==> src/hdl/spas_pkg.sv <==
// Shared types and constants for the sprite animation phase selector.
// No dependencies; imported by the top level and its checker.
`default_nettype none

package spas_pkg;

    // Table depth and derived widths
    localparam int MAX_PHASES = 64;
    localparam int PH_AW      = $clog2(MAX_PHASES);
    localparam int CNT_W      = 7;

    // Field widths
    localparam int TIME_W   = 48;
    localparam int COORD_W  = 16;
    localparam int Z_W      = 4;
    localparam int DUR_W    = 16;
    localparam int FRAME_W  = 8;
    localparam int TOTAL_W  = 22;
    localparam int HASH_W   = 22;
    localparam int OFF_W    = 31;

    // Shared divider widths
    localparam int DIV_W    = 49;
    localparam int REM_W    = 23;
    localparam int DCNT_W   = 6;

    localparam int TICK_MS      = 500;
    localparam int RANDOM_START = 255;

    // APB register map (word index)
    localparam int          ADDR_W          = 5;
    localparam logic [2:0]  REG_FRAME_COUNT = 3'd0;
    localparam logic [2:0]  REG_PHASE_COUNT = 3'd1;
    localparam logic [2:0]  REG_SYNC_MODE   = 3'd2;
    localparam logic [2:0]  REG_START_FRAME = 3'd3;
    localparam logic [2:0]  REG_PING_PONG   = 3'd4;
    localparam logic [2:0]  REG_TOTAL_DUR   = 3'd5;

    // Word kinds on s_tuser
    localparam logic KIND_LOAD  = 1'b0;
    localparam logic KIND_QUERY = 1'b1;

    typedef enum logic [2:0] {
        ST_IDLE,
        ST_START,
        ST_MAIN,
        ST_DIV,
        ST_POST,
        ST_WALK_RD,
        ST_WALK_CMP,
        ST_DONE
    } state_t;

    // What the divider result is used for
    typedef enum logic [2:0] {
        DOP_START,
        DOP_TICK,
        DOP_RAW,
        DOP_SPAN,
        DOP_FINAL
    } dop_t;

endpackage

`default_nettype wire

==> src/hdl/sprite_animation_phase_select.sv <==
// Operation: a load word is written at its accepting edge, no result. A query uses one shared
// restoring divider (1 bit/cycle, up to 49 steps per use) and a read and a compare state per
// entry walked. Worst case: table query with random start, 22 + 49 divider steps, 64 entries
// walked, 9-step final reduction. No table: a tick division and a frame reduction.
// Throughput: loads back to back; a query holds s_tready low until its result is offered.
// Sync active-low reset restores register defaults, not the table. Depends on spas_pkg.
`default_nettype none

module sprite_animation_phase_select (
    input  wire logic                        aclk,
    input  wire logic                        aresetn,
    // APB configuration port
    input  wire logic                        psel,
    input  wire logic                        penable,
    input  wire logic                        pwrite,
    input  wire logic [spas_pkg::ADDR_W-1:0] paddr,
    input  wire logic [31:0]                 pwdata,
    output logic      [31:0]                 prdata,
    output logic                             pready,
    // Input stream
    input  wire logic                        s_tvalid,
    output logic                             s_tready,
    // tdata: entry_index[5:0], duration_min[21:6], duration_max[37:22], time_ms[85:38],
    //        tile_x[101:86], tile_y[117:102], tile_z[121:118], zero pad [127:122]
    input  wire logic [127:0]                s_tdata,
    // tuser: kind[0]
    input  wire logic                        s_tuser,
    // Result stream
    output logic                             m_tvalid,
    input  wire logic                        m_tready,
    // tdata: phase[7:0]
    output logic [7:0]                       m_tdata
);
    import spas_pkg::*;

    // Input fields
    logic [5:0]         in_idx;
    logic [DUR_W-1:0]   in_dmin;
    logic [DUR_W-1:0]   in_dmax;
    logic [TIME_W-1:0]  in_time;
    logic [COORD_W-1:0] in_x;
    logic [COORD_W-1:0] in_y;
    logic [Z_W-1:0]     in_z;

    assign in_idx  = s_tdata[5:0];
    assign in_dmin = s_tdata[21:6];
    assign in_dmax = s_tdata[37:22];
    assign in_time = s_tdata[85:38];
    assign in_x    = s_tdata[101:86];
    assign in_y    = s_tdata[117:102];
    assign in_z    = s_tdata[121:118];

    // Configuration registers
    logic [FRAME_W-1:0] frame_count_reg;
    logic [CNT_W-1:0]   phase_count_reg;
    logic               sync_mode_reg;
    logic [FRAME_W-1:0] start_frame_reg;
    logic               ping_pong_reg;
    logic [TOTAL_W-1:0] total_dur_reg;

    logic       cfg_wr;
    logic [2:0] cfg_idx;

    assign pready  = 1'b1;
    assign cfg_wr  = psel && penable && pwrite && pready;
    assign cfg_idx = paddr[4:2];

    always_ff @(posedge aclk) begin
        if (!aresetn) begin
            frame_count_reg <= FRAME_W'(1);
            phase_count_reg <= '0;
            sync_mode_reg   <= 1'b1;
            start_frame_reg <= '0;
            ping_pong_reg   <= 1'b0;
            total_dur_reg   <= '0;
        end else if (cfg_wr) begin
            unique case (cfg_idx)
                REG_FRAME_COUNT: frame_count_reg <= pwdata[FRAME_W-1:0];
                REG_PHASE_COUNT: phase_count_reg <= pwdata[CNT_W-1:0];
                REG_SYNC_MODE:   sync_mode_reg   <= pwdata[0];
                REG_START_FRAME: start_frame_reg <= pwdata[FRAME_W-1:0];
                REG_PING_PONG:   ping_pong_reg   <= pwdata[0];
                REG_TOTAL_DUR:   total_dur_reg   <= pwdata[TOTAL_W-1:0];
                default: ;
            endcase
        end
    end

    always_comb begin
        unique case (cfg_idx)
            REG_FRAME_COUNT: prdata = 32'(frame_count_reg);
            REG_PHASE_COUNT: prdata = 32'(phase_count_reg);
            REG_SYNC_MODE:   prdata = 32'(sync_mode_reg);
            REG_START_FRAME: prdata = 32'(start_frame_reg);
            REG_PING_PONG:   prdata = 32'(ping_pong_reg);
            REG_TOTAL_DUR:   prdata = 32'(total_dur_reg);
            default:         prdata = '0;
        endcase
    end

    // Derived settings
    logic [FRAME_W-1:0] frames_w;
    logic [CNT_W-1:0]   count_w;
    logic               async_w;
    logic [8:0]         cycle_w;
    logic [REM_W-1:0]   span_w;

    assign frames_w = (frame_count_reg == '0) ? FRAME_W'(1) : frame_count_reg;
    assign count_w  = (phase_count_reg > CNT_W'(MAX_PHASES)) ? CNT_W'(MAX_PHASES)
                                                             : phase_count_reg;
    assign async_w  = (count_w != '0) && !sync_mode_reg;
    assign cycle_w  = {frames_w, 1'b0} - 9'd2;
    assign span_w   = ping_pong_reg ? {total_dur_reg, 1'b0} : {1'b0, total_dur_reg};

    // State and datapath registers
    state_t             state_reg,   state_next;
    dop_t               dop_reg,     dop_next;
    logic [TIME_W-1:0]  t_reg,       t_next;
    logic [HASH_W-1:0]  hash_reg,    hash_next;
    logic [OFF_W-1:0]   off_reg,     off_next;
    logic [FRAME_W-1:0] start_reg,   start_next;
    logic [FRAME_W-1:0] result_reg,  result_next;
    logic [REM_W-1:0]   elap_reg,    elap_next;
    logic [CNT_W-1:0]   p_reg,       p_next;
    logic [DIV_W-1:0]   dvd_reg,     dvd_next;
    logic [REM_W-1:0]   rem_reg,     rem_next;
    logic [REM_W-1:0]   den_reg,     den_next;
    logic [DCNT_W-1:0]  dcnt_reg,    dcnt_next;
    logic               m_tvalid_reg, m_tvalid_next;
    logic [7:0]         m_tdata_reg,  m_tdata_next;

    logic s_acc;
    logic out_free;

    assign s_tready = (state_reg == ST_IDLE);
    assign s_acc    = s_tvalid && s_tready;
    assign out_free = !m_tvalid_reg || m_tready;
    assign m_tvalid = m_tvalid_reg;
    assign m_tdata  = m_tdata_reg;

    // Duration table
    logic [DUR_W-1:0] dur_mem [MAX_PHASES];
    logic [DUR_W-1:0] dur_rd_reg;
    logic [DUR_W:0]   dsum;
    logic             load_ok;

    assign dsum    = {1'b0, in_dmin} + {1'b0, in_dmax};
    assign load_ok = ({1'b0, in_idx} < CNT_W'(MAX_PHASES));

    always_ff @(posedge aclk) begin
        if (s_acc && (s_tuser == KIND_LOAD) && load_ok) begin
            dur_mem[PH_AW'(in_idx)] <= dsum[DUR_W:1];
        end
        if (state_reg == ST_WALK_RD) begin
            dur_rd_reg <= dur_mem[p_reg[PH_AW-1:0]];
        end
    end

    // Tile hash 17x + 31y + 7z by shifts and adds
    logic [HASH_W-1:0] hx, hy, hz, hash_in;
    logic [OFF_W-1:0]  h31, off500;

    assign hx      = HASH_W'(in_x);
    assign hy      = HASH_W'(in_y);
    assign hz      = HASH_W'(in_z);
    assign hash_in = (hx << 4) + hx + (hy << 5) - hy + (hz << 3) - hz;
    assign h31     = OFF_W'(hash_reg);
    assign off500  = (h31 << 9) - (h31 << 3) - (h31 << 2);

    // Shared restoring divider step
    logic [REM_W:0]   trial;
    logic [REM_W:0]   diff;
    logic             ge;

    assign trial = {rem_reg, dvd_reg[DIV_W-1]};
    assign ge    = (trial >= {1'b0, den_reg});
    assign diff  = trial - {1'b0, den_reg};

    // Helper values for the sequencer
    logic [DIV_W-1:0] shifted;
    logic [DIV_W-1:0] raw;
    logic [8:0]       mval;
    logic [8:0]       psum;
    logic             hit;

    assign shifted = {1'b0, t_reg} + DIV_W'(off_reg);
    assign raw     = {1'b0, dvd_reg[TIME_W-1:0]} + DIV_W'(start_reg);
    assign mval    = rem_reg[8:0];
    assign psum    = 9'(p_reg) + 9'(start_reg);
    assign hit     = (elap_reg < REM_W'(dur_rd_reg));

    always_ff @(posedge aclk) begin
        if (!aresetn) begin
            state_reg    <= ST_IDLE;
            m_tvalid_reg <= 1'b0;
        end else begin
            state_reg    <= state_next;
            m_tvalid_reg <= m_tvalid_next;
        end
    end

    always_ff @(posedge aclk) begin
        dop_reg     <= dop_next;
        t_reg       <= t_next;
        hash_reg    <= hash_next;
        off_reg     <= off_next;
        start_reg   <= start_next;
        result_reg  <= result_next;
        elap_reg    <= elap_next;
        p_reg       <= p_next;
        dvd_reg     <= dvd_next;
        rem_reg     <= rem_next;
        den_reg     <= den_next;
        dcnt_reg    <= dcnt_next;
        m_tdata_reg <= m_tdata_next;
    end

    // Next state
    always_comb begin
        state_next = state_reg;
        unique case (state_reg)
            ST_IDLE: begin
                if (s_acc && (s_tuser == KIND_QUERY)) state_next = ST_START;
            end
            ST_START: begin
                priority if (frames_w <= FRAME_W'(1)) state_next = ST_DONE;
                else if ((start_frame_reg == FRAME_W'(RANDOM_START)) && async_w)
                    state_next = ST_DIV;
                else if (start_frame_reg != '0) state_next = ST_DIV;
                else state_next = ST_MAIN;
            end
            ST_MAIN: begin
                priority if (count_w == '0) state_next = ST_DIV;
                else if (total_dur_reg == '0) state_next = ST_DONE;
                else state_next = ST_DIV;
            end
            ST_DIV: begin
                if (dcnt_reg == DCNT_W'(1)) state_next = ST_POST;
            end
            ST_POST: begin
                unique case (dop_reg)
                    DOP_START: state_next = ST_MAIN;
                    DOP_TICK:  state_next = ST_DIV;
                    DOP_RAW:   state_next = ST_DONE;
                    DOP_SPAN:  state_next = ST_WALK_RD;
                    DOP_FINAL: state_next = ST_DONE;
                    default:   state_next = ST_DONE;
                endcase
            end
            ST_WALK_RD: begin
                state_next = (p_reg == count_w) ? ST_DONE : ST_WALK_CMP;
            end
            ST_WALK_CMP: begin
                state_next = hit ? ST_DIV : ST_WALK_RD;
            end
            ST_DONE: begin
                if (out_free) state_next = ST_IDLE;
            end
            default: state_next = ST_IDLE;
        endcase
    end

    // Datapath and outputs
    always_comb begin
        dop_next      = dop_reg;
        t_next        = t_reg;
        hash_next     = hash_reg;
        off_next      = off_reg;
        start_next    = start_reg;
        result_next   = result_reg;
        elap_next     = elap_reg;
        p_next        = p_reg;
        dvd_next      = dvd_reg;
        rem_next      = rem_reg;
        den_next      = den_reg;
        dcnt_next     = dcnt_reg;
        m_tvalid_next = m_tvalid_reg && !m_tready;
        m_tdata_next  = m_tdata_reg;

        unique case (state_reg)
            ST_IDLE: begin
                if (s_acc) begin
                    t_next    = in_time;
                    hash_next = hash_in;
                end
            end
            ST_START: begin
                off_next   = async_w ? off500 : '0;
                start_next = '0;
                rem_next   = '0;
                den_next   = REM_W'(frames_w);
                dop_next   = DOP_START;
                priority if (frames_w <= FRAME_W'(1)) begin
                    result_next = '0;
                end else if ((start_frame_reg == FRAME_W'(RANDOM_START)) && async_w) begin
                    dvd_next  = {hash_reg, (DIV_W - HASH_W)'(0)};
                    dcnt_next = DCNT_W'(HASH_W);
                end else begin
                    dvd_next  = {start_frame_reg, (DIV_W - FRAME_W)'(0)};
                    dcnt_next = DCNT_W'(FRAME_W);
                end
            end
            ST_MAIN: begin
                rem_next = '0;
                priority if (count_w == '0) begin
                    dvd_next  = {t_reg, 1'b0};
                    den_next  = REM_W'(TICK_MS);
                    dcnt_next = DCNT_W'(TIME_W);
                    dop_next  = DOP_TICK;
                end else if (total_dur_reg == '0) begin
                    result_next = start_reg;
                end else begin
                    dvd_next  = shifted;
                    den_next  = span_w;
                    dcnt_next = DCNT_W'(DIV_W);
                    dop_next  = DOP_SPAN;
                end
            end
            ST_DIV: begin
                rem_next  = ge ? diff[REM_W-1:0] : trial[REM_W-1:0];
                dvd_next  = {dvd_reg[DIV_W-2:0], ge};
                dcnt_next = dcnt_reg - DCNT_W'(1);
            end
            ST_POST: begin
                unique case (dop_reg)
                    DOP_START: start_next = rem_reg[FRAME_W-1:0];
                    DOP_TICK: begin
                        // raw tick count plus start, reduced by period or frame count
                        dvd_next  = raw;
                        rem_next  = '0;
                        den_next  = ping_pong_reg ? REM_W'(cycle_w) : REM_W'(frames_w);
                        dcnt_next = DCNT_W'(DIV_W);
                        dop_next  = DOP_RAW;
                    end
                    DOP_RAW: begin
                        result_next = (ping_pong_reg && (mval >= 9'(frames_w)))
                                    ? 8'(cycle_w - mval) : mval[7:0];
                    end
                    DOP_SPAN: begin
                        // fold the return leg of a bounce
                        elap_next = (ping_pong_reg && (rem_reg >= REM_W'(total_dur_reg)))
                                  ? span_w - rem_reg : rem_reg;
                        p_next    = '0;
                    end
                    DOP_FINAL: result_next = rem_reg[FRAME_W-1:0];
                    default: ;
                endcase
            end
            ST_WALK_RD: begin
                // table exhausted: fall back to the start phase
                if (p_reg == count_w) result_next = start_reg;
            end
            ST_WALK_CMP: begin
                if (hit) begin
                    dvd_next  = {psum, (DIV_W - 9)'(0)};
                    rem_next  = '0;
                    den_next  = REM_W'(frames_w);
                    dcnt_next = DCNT_W'(9);
                    dop_next  = DOP_FINAL;
                end else begin
                    elap_next = elap_reg - REM_W'(dur_rd_reg);
                    p_next    = p_reg + CNT_W'(1);
                end
            end
            ST_DONE: begin
                if (out_free) begin
                    m_tvalid_next = 1'b1;
                    m_tdata_next  = result_reg;
                end
            end
            default: ;
        endcase
    end

endmodule

`default_nettype wire

==> config.mk <==
export PLATFORM = sky130hd
export DESIGN_NAME = sprite_animation_phase_select
export DESIGN_NICKNAME = d
export VERILOG_FILES = /design/src/hdl/spas_pkg.sv /design/src/hdl/sprite_animation_phase_select.sv
export SDC_FILE = /design/constraint.sdc
export NUM_CORES = 2
export LEC_CHECK = 0
export BUFFER_PORTS_ARGS = -buffer_cell sky130_fd_sc_hd__buf_2
export CAP_MARGIN = 20
export CORE_ASPECT_RATIO = 0.6
export CORE_MARGIN = 2
export CORE_UTILIZATION = 60
export DETAILED_ROUTE_END_ITERATION = 8
export PLACE_DENSITY = 0.74
export SYNTH_ARGS = -nofsm -noshare
export SYNTH_HDL_FRONTEND = slang
export SYNTH_SLANG_ARGS = --single-unit
==> constraint.sdc <==
create_clock -name aclk -period 12.95 [get_ports aclk]
set_input_delay 1.9425 -clock aclk [delete_from_list [all_inputs] [get_ports aclk]]
set_output_delay 1.9425 -clock aclk [all_outputs]
set_load 0.01 [all_outputs]
==> summary.txt <==
Status
  • Outcome: finished, final reports clean

Global routing
  • Initial antenna violation count: 8
  • First-pass GRT wire length: 250000 µm
  • Total gr overflow: 0
  • Met1 Use GR: 0.500
  • Total Routing Usage GR: 0.303
  • Met3 usage: 0.0788
  • Vias in the first global route: 38224
  • Pin count of the biggest net entering global routing: 142
  • GR Util met2: 0.407
  • GR peak layer: met1

STA
  • Setup violators final: 0
  • Final min period: 5.62 ns
  • RSZ-0062 raised after global routing: false
  • Max Clk Rate: 178 MHz
  • Slew headroom: 0.238
  • Tightest Pin Transition: 1.14 ns
  • Max-slew violations: 0
  • Clk_skew: 0.0357 ns
  • Post-route setup TNS: 0 ns
  • Final-report hold violation count: 0
  • Crit share post-route: 0.434

Worst setup path
  • Reg-to-Reg End: dvd_reg[19]$_SDFFCE_PP0P_
  • WP data arrival: 6.11 ns
  • Critical Path Most Common Cell: fa_1
  • Worst path max stage delay: 0.54 ns
  • Setup crit start kind: input pin
  • Critical Path Sink: hash_reg[20]$_DFFE_PP_
  • Critical-path cell list: buf_2 -> inv_1 -> fa_1 -> inv_1 -> fa_1 -> fa_1 -> ha_1 -> a21oi_1 -> o21ai_1 -> o311a_1 -> a311o_1 -> a31oi_1 -> nor2b_1 -> o21a_1 -> o41ai_1 -> xnor2_1
  • WP data required: 13.44 ns
  • Worst setup EP type: flop
  • Flop2flop setup slack: 8.24 ns
  • Setup CP Type: input pin to flop
  • Crit-path slowest cell: fa_1
  • Reg2reg start: elap_reg[1]$_DFFE_PP_
  • Reg2Reg Depth: 12
  • Crit Path Max Fanout: 3
  • Beginning of the critical path: s_tdata[91]

CTS
  • Post-CTS Setup Inserts: 0
  • Worst-path clk slew: 0.07 ns
  • Worst skew pair latency: 0.77 ns
  • TritonCTS Sinks: 1348
  • Cts-stage hold buffer count: 0
  • Num CTS Buffers: 117
  • CTS HTree Levels: 3
  • Post_cts resized: 0
  • Root Buffer: clkbuf_16
  • Maximum root-to-sink buffer count: 3
  • TritonCTS clock tree: built

Layout
  • Share of cells above drive strength 1: 0.184
  • Max reg flops: 1024
  • Post-layout instance area: 72500 µm²
  • Fillers: 7363
  • Synthesis-to-finish area growth: 10.8%
  • Post-layout nets: 5135

Die
  • Starting Density: 0.608
  • Rows: 93
  • Die area: 112000 µm²
  • Number of top-level pins: 216
  • Die Width: 430 µm
  • Die H: 260 µm
  • Core area: 108000 µm²

Route
  • Via count: 40716
  • Drt pass-1 iters: 7
  • Total Wirelength: 170000 µm
  • DR iter-0 viols: 6345
  • DRT antenna net count: 0
  • Routed wire per std cell: 27.4 µm
  • DRC viols: 0
  • Avg Vias per Cell: 6.58

Placed design
  • Placed Area: 68500 µm²
  • Placer Congestion: 0.936
  • Port buffer count: 186
  • HPWL after detailed placement: 111000 µm

Pwr
  • Pleak: 25.6 nW
  • PD cells: 176 nW/µm²
  • Max IR drop VDD: 0.176 mV

Synthesis
  • Distinct cell type count after synthesis: 84
  • Synth top area cells: edfxtp_1, mux4_2, ha_1
  • Synth area leader: edfxtp_1
  • Post-synth EDFFs: 1297
  • Mean Syn Cell Area: 14.8 µm²
  • Top cell type's share of synthesized area: 0.595
  • Synth Instances: 4427
  • Post-synth ARST share: 0
  • Primary FF master, synth: edfxtp_1
  • Register area share after synthesis: 0.610
  • Seq cells post-synth: 1348
  • YS warnings: 0
  • Post-synth design cell area: 65500 µm²

Hold path
  • HP Class: flop to flop
  • Worst hold start: result_reg[6]$_SDFFCE_PN0P_

Flow run
  • Max_cap viols: 0
-- through the flow --
stage	util	setup slack, ns	hold WS, ns	instances	total power, mW
floorplan	-	6.19	0.400	4436	7.99
global placement	0.635	6.64	0.407	5961	8.93
detailed placement	0.636	6.59	0.409	5963	9.01
CTS	0.673	7.38	0.425	6184	12.7
global route	0.673	7.12	0.434	6185	13.3
finish	0.673	7.33	0.423	6188	12.7
-- placed cells by master (no fill, tap or decap), types with 18 or more instances in the layout --
cell type  netlist  routed
a21oi_1        161     160
a22oi_1         20      20
mux2i_1         61      61
mux4_2         337     337
edfxtp_1      1297    1297
bufinv_16        0      19
a21o_1          65      65
inv_1          258     256
nor4_1          18      18
o21ai_0        152     152
and3_1          44      44
clkinv_1         1      31
clkbuf_16        0     117
clkbuf_1       134      18
xor2_1          79      78
fa_1            56      56
buf_4           12     110
and2_1          30      31
xnor2_1        118     108
nand2_1        281     281
nand3_1         82      82
o21a_1          35      35
o21bai_1        18      18
a21boi_0        36      36
o211ai_1        32      32
a31oi_1         20      20
nor2_1         283     273
nor3_1          57      55
a222oi_1        20      20
a211oi_1        20      20
nor2b_1         55      55
or3_1           21      21
nand4_1         31      31
ha_1           249     249
o21ai_1         30      28
nand2b_1        27      27
buf_2           15     186
dfxtp_1         51      51
-- critical path, delay by kind of cell --
family          cells  cell delay [ns]
compound gates      7             1.92
buf+inv             3             0.19
simple gates        1             0.08
xor+xnor            1             0.13
fa+ha+maj           4             1.83
-- routing by layer --
metal | up-vias | share of wire
met4 | 6 | 0.017
met3 | 214 | 0.14
met5 | - | 0.00027
met2 | 2675 | 0.41
li1 | 17594 | -
met1 | 20227 | 0.44
-- cell type report --
class                   instances  area (µm²)  area share
multi-input cells            2631       23900       0.330
well taps                    1425        1780      0.0246
flip-flops and latches       1348       40000       0.551
clock inverters                86        1030      0.0141
diodes                          4        10.0    0.000138
clock buffers                 135        3000      0.0413
inverters                     259         972      0.0134
repair buffers                300        1840      0.0254
-- worst min-delay path by stage --
stage | slack (ns) | to | depth (start not counted)
after floorplan | 0.40 | m_tdata[0]$_DFFE_PP_ | 0
after global placement | 0.41 | m_tdata[1]$_DFFE_PP_ | 0
after detailed placement | 0.41 | m_tdata[6]$_DFFE_PP_ | 0
after CTS | 0.42 | m_tdata[6]$_DFFE_PP_ | 0
after global routing | 0.43 | m_tdata[6]$_DFFE_PP_ | 0
final | 0.42 | m_tdata[6]$_DFFE_PP_ | 0
-- cells by family (layout without fill, tap and decap cells) --
logic type | Yosys count | in the layout | synth area share
xor+xnor | 197 | 197 | 0.0264
other cells | 2 | 15 | 0.000115
buf+inv | 457 | 780 | 0.0272
flops | 1348 | 1348 | 0.610
mux | 405 | 405 | 0.127
fa+ha+maj | 305 | 305 | 0.0647
compound gates | 730 | 730 | 0.0736
simple gates | 983 | 983 | 0.0711
-- where the power goes --
group	leakage [nW]	switching [mW]	internal [mW]
Clock	1.91	1.65	2.05
Sequential	12.2	0.279	5.27
Combinational	11.5	2.17	1.32
Total	25.6	4.09	8.64
-- Yosys cell counts, drive strengths merged, types with 31 or more instances --
library cell and n:
edfxtp 1297, mux4 337, nor2 283, nand2 282, inv 258, ha 249
o21ai 182, a21oi 163, clkbuf 134, xnor2 118, nand3 82, xor2 79
a21o 65, buf 64, mux2i 61, nor3 58, fa 56, nor2b 55
dfxtp 51, and3 44, a21boi 40, o21a 35, and2 32, o211ai 32
nand4 31
Power figures use the tool's default switching activity.
